==> src/hw/rtl/psn_pkg.sv <==
`timescale 1ns / 1ps

package psn_pkg;

   localparam int CoordW = 32;   // coordinate width, two's complement
   localparam int DistW  = 34;   // distance width, unsigned
   localparam int DeltaW = 33;   // difference of two coordinates
   localparam int ProdW  = 66;   // product of two differences
   localparam int DotW   = 67;   // sum of two products, signed
   localparam int LenW   = 65;   // squared length, unsigned
   localparam int SplitW = 33;   // low slice of the dot product for the multipliers
   localparam int NumW   = 97;   // rounded numerator of the foot offset
   localparam int QBits  = 32;   // quotient bits of the foot offset
   localparam int RBits  = 33;   // root bits of the distance
   localparam int RemW   = 65;   // root remainder
   localparam int TrialW = 67;   // root trial subtrahend

   typedef enum logic [1:0] {
      CSR_START_X = 2'd0,
      CSR_START_Y = 2'd1,
      CSR_END_X   = 2'd2,
      CSR_END_Y   = 2'd3
   } csr_index_type;

   typedef enum logic [2:0] {
      SEL_START = 3'b001,
      SEL_END   = 3'b010,
      SEL_FOOT  = 3'b100
   } sel_type;

   typedef struct packed {
      logic [CoordW-1:0] start_x;
      logic [CoordW-1:0] start_y;
      logic [CoordW-1:0] end_x;
      logic [CoordW-1:0] end_y;
   } cfg_type;

   typedef struct packed {
      logic [CoordW-1:0] px;
      logic [CoordW-1:0] py;
      logic [DistW-1:0]  best;
      sel_type           sel;
      logic              sgnx;
      logic              sgny;
      logic [CoordW-1:0] mx;
      logic [CoordW-1:0] my;
      logic [LenW-1:0]   dot;
      logic [LenW-1:0]   len;
   } q_type;

   typedef struct packed {
      logic full;
      logic empty;
   } q_stat_type;

endpackage

==> src/hw/rtl/psn_fifo.sv <==
`timescale 1ns / 1ps

module psn_fifo import psn_pkg::*; #(
   parameter int DEPTH = 4
) (
   input  logic       clock,
   input  logic       reset,
   input  logic       push,
   input  q_type      push_data,
   input  logic       pop,
   output q_type      pop_data,
   output q_stat_type stat
);

   localparam int PtrW = (DEPTH > 1) ? $clog2(DEPTH) : 1;
   localparam int CntW = $clog2(DEPTH + 1);

   q_type           mem_ff [DEPTH];
   logic [PtrW-1:0] wr_ptr_ff, wr_ptr_in, rd_ptr_ff, rd_ptr_in;
   logic [CntW-1:0] cnt_ff, cnt_in;

   assign wr_ptr_in = !push ? wr_ptr_ff :
                      (wr_ptr_ff == PtrW'(DEPTH - 1)) ? '0 : wr_ptr_ff + 1'b1;
   assign rd_ptr_in = !pop ? rd_ptr_ff :
                      (rd_ptr_ff == PtrW'(DEPTH - 1)) ? '0 : rd_ptr_ff + 1'b1;
   assign cnt_in    = cnt_ff + CntW'(push) - CntW'(pop);

   assign stat.full  = (cnt_ff == CntW'(DEPTH));
   assign stat.empty = (cnt_ff == '0);
   assign pop_data   = mem_ff[rd_ptr_ff];

   always_ff @(posedge clock) begin
      if (reset) begin
         wr_ptr_ff <= '0;
         rd_ptr_ff <= '0;
         cnt_ff    <= '0;
      end else begin
         wr_ptr_ff <= wr_ptr_in;
         rd_ptr_ff <= rd_ptr_in;
         cnt_ff    <= cnt_in;
      end
   end

   always_ff @(posedge clock) begin
      if (push) begin
         mem_ff[wr_ptr_ff] <= push_data;
      end
   end

endmodule

==> config.mk <==
export PLATFORM = sky130hd
export DESIGN_NAME = psn_fifo
export DESIGN_NICKNAME = d
export VERILOG_FILES = /design/src/hw/rtl/psn_pkg.sv /design/src/hw/rtl/psn_fifo.sv
export SDC_FILE = /design/constraint.sdc
export NUM_CORES = 1
export LEC_CHECK = 0
export BUFFER_PORTS_ARGS = -buffer_cell sky130_fd_sc_hd__buf_2
export CORE_MARGIN = 2
export CORE_UTILIZATION = 57
export CTS_CLUSTER_DIAMETER = 50
export DETAILED_ROUTE_END_ITERATION = 10
export HOLD_SLACK_MARGIN = 0.1
export PLACE_DENSITY_LB_ADDON = 0.15
export SETUP_SLACK_MARGIN = 0.4
export SKIP_LAST_GASP = 1
export SLEW_MARGIN = 15
export SYNTH_ARGS = -nofsm -noshare
export SYNTH_HDL_FRONTEND = slang
export SYNTH_SLANG_ARGS = --single-unit
==> constraint.sdc <==
create_clock -name clock -period 12.2 [get_ports clock]
set_input_delay 2.44 -clock clock [delete_from_list [all_inputs] [get_ports clock]]
set_output_delay 2.44 -clock clock [all_outputs]
set_load 0.01 [all_outputs]
==> run metrics <==
Clock Path Buffers=3; setup bufs post-CTS=0; Starting Density=57.3%; DR iter-0 viols=1529; Layout Utilization=68.2%; Crit path arrival time=4110 ps; Worst-path clk slew=60 ps; outcome=complete, no violations; post-DR wirelength/cell=26.2 um; post-synth top area cell=edfxtp_1; most common library cells after synthesis=edfxtp_1 (1188), mux4_2 (297), buf_2 (33), buf_6 (27), dfxtp_1 (9); Root Driver=clkbuf_16; worst hold-check path type=reg -> reg; top sig layer=met5; Hold Vio Cnt, Final=0; worst vdd ir=0.141 mV; Die ar.=78200 um2; Yosys reg bits=1197; gr ovfl total=0; Die Y=280 um; WL met1=32400 um; Max Transition Viols Final=0; Yosys top cell area share=82.4%; first-pass iteration count of the detailed router=5; cell count after synthesis=1594; RSZ-0062 raised after global routing=false; Mapped Area=43300 um2; TritonCTS Buffers=131; largest net degree at the start of global routing=152; Slew headroom=26.1%; HPWL Detailed=54800 um; TritonCTS clock tree=yes; first-pass GRT wire length=129000 um; layout cells sized above 1=46.8%; DR WL met3=7010 um; GRT Overall Usage=22.7%; pwr/cell area=179 nW/um2; final wirelength=88700 um; antenna violations before repair=43; CP bufs+invs=3; Max Cap Viol=0; antenna viol nets, final=0; CP endpoint kind=output pin; net count after synthesis=1903; post-route minimum period=6550 ps; Primary FF master, synth=edfxtp_1; ys async rst share=0%; critical path class=reg -> out; crit-path cells=buf_4, buf_4, mux4_2, buf_2; Vias/cell=5.78; fill cell count=4749; port buffer count=599; met2 WL post-DR=46400 um; post-synth cell types=19; H-tree depth=4; clk_skew=21.5 ps; most used cell, CP=buf_4; Mapped Avg Cell Area=27.2 um2; CP Launch Type=flop; layout net count=2589; CP top delay family=buffers and inverters; Ys Warns=0; gpl congestion=0.783; Setup TNS=0 ps; # setup viols final=0; sequential area share after synthesis=82.8%; core area=75600 um2; clock latency on the worst-skew pair=690 ps; Critical Path RT=9760 ps; Max Freq=153 MHz; final worst path period share=53.7%; Post-route DRC=0; vias=19600; max incr delay on CP=900 ps; Leakage Power=0.0173 uW; top post-synthesis cells by area=edfxtp_1 (82%), mux4_2 (15%), buf_6 (0.70%), dfxtp_1 (0.42%), buf_2 (0.38%); number of global-route vias before repair=20700; I/O Pins=600; synth-to-layout area growth=19.1%; # resized after CTS=0; Clock Sink Count=1197; reg2reg setup slack=8840 ps; hold buffer count at CTS=0; die width=280 um; top-count cell post-synth=edfxtp_1; Worst Tran Pin Value=1110 ps; worst-path maximum fanout=51; EDFF count, synth=1188; slowest CP cell=buf_4; site row count=101
==> tightest hold or removal path: stages (launching register included) <==
cell	delay (ps)
dfxtp_1	320
nand2b_1	70
a21oi_1	70
==> per-stage QoR <==
step                      area [um2]  hold slack (ps)  cells  power, uW  worst slack, ps
after global placement         47300              491   3125       5550             6180
after global routing           51500              539   3373       9540             5190
final                          51600              509   3387       9240             5650
after floorplan                43300              469   1594       5280             2370
after CTS                      51500              514   3358       9340             5410
after detailed placement       47300              501   3125       5570             6180
==> cell families (layout without fill, tap and decap cells) <==
group | after synthesis | in the layout | share of synthesized area, %
flip-flops | 1197 | 1197 | 82.8
multiplexers | 299 | 299 | 15.5
buffers and inverters | 72 | 858 | 1.19
AND/OR/NAND/NOR | 15 | 15 | 0.208
adder cells (fa/ha/maj) | 8 | 8 | 0.248
AO/OA/AOI/OAI | 2 | 2 | 0.0231
XOR/XNOR | 1 | 1 | 0.0549
other | 0 | 29 | 0
==> cell usage in the layout (no fill, tap or decap), types with 2 or more instances in the layout <==
| cell | netlist | routed |
|---|---|---|
| clkinv_4 | 0 | 5 |
| inv_1 | 6 | 6 |
| buf_12 | 0 | 6 |
| inv_6 | 0 | 5 |
| dfxtp_1 | 9 | 7 |
| or3b_2 | 2 | 2 |
| dfxtp_4 | 0 | 2 |
| edfxtp_1 | 1188 | 1188 |
| clkinvlp_4 | 0 | 4 |
| and2_4 | 0 | 4 |
| diode_2 | 0 | 29 |
| clkinv_1 | 0 | 25 |
| mux2i_1 | 2 | 2 |
| clkinv_2 | 0 | 18 |
| nor2_1 | 3 | 3 |
| clkinv_16 | 0 | 2 |
| bufinv_16 | 0 | 8 |
| clkbuf_1 | 6 | 19 |
| mux4_2 | 297 | 297 |
| nor2b_1 | 2 | 2 |
| clkbuf_16 | 0 | 132 |
| ha_1 | 7 | 7 |
| nand2b_1 | 2 | 2 |
| a21oi_1 | 2 | 2 |
| buf_2 | 33 | 599 |
| clkbuf_8 | 0 | 5 |
| clkinv_8 | 0 | 7 |
| buf_4 | 0 | 14 |
| inv_16 | 0 | 2 |
==> final timing paths <==
path,from,endpoint,cells past startpoint
worst min-delay path,rd_ptr_ff[0],flop,2
worst max-delay path,flop,pop_data[283],4
worst min register to register,rd_ptr_ff[0],flop,2
worst max register to register,wr_ptr_ff[1],mem_ff[1][293],5
==> power by group <==
| part | switching [uW] | leakage [uW] | total, uW | internal, uW |
|---|---|---|---|---|
| logic | 411 | 0.00425 | 731 | 320 |
| clock network | 1560 | 0.00205 | 3770 | 2210 |
| registers | 44.2 | 0.0110 | 4750 | 4700 |
==> layout make-up <==
cell class,instances,area (um2),share of cell area (%)
antenna,29,72.6,0.141
clock buffer,156,3440,6.68
clock inverter,77,767,1.49
inverter,6,22.5,0.0437
multi-input combinational,325,6950,13.5
sequential,1197,35900,69.5
tap,978,1220,2.37
timing repair buffer,619,3220,6.25
==> registers in the layout, summed over array words and instances (netlist names), named ones only <==
signal and cells:
cnt_ff 3, mem_ff 1188, rd_ptr_ff 2, wr_ptr_ff 2
==> metal layers <==
metal / GRT usage (%) / vias up
met2: 37.4 / 598
met4: 9.72 / 32
met5: 0 / -
met1: 27.6 / 10400
li1: - / 8386
met3: 7.55 / 159
No activity file was read; power rests on OpenSTA's default activity.
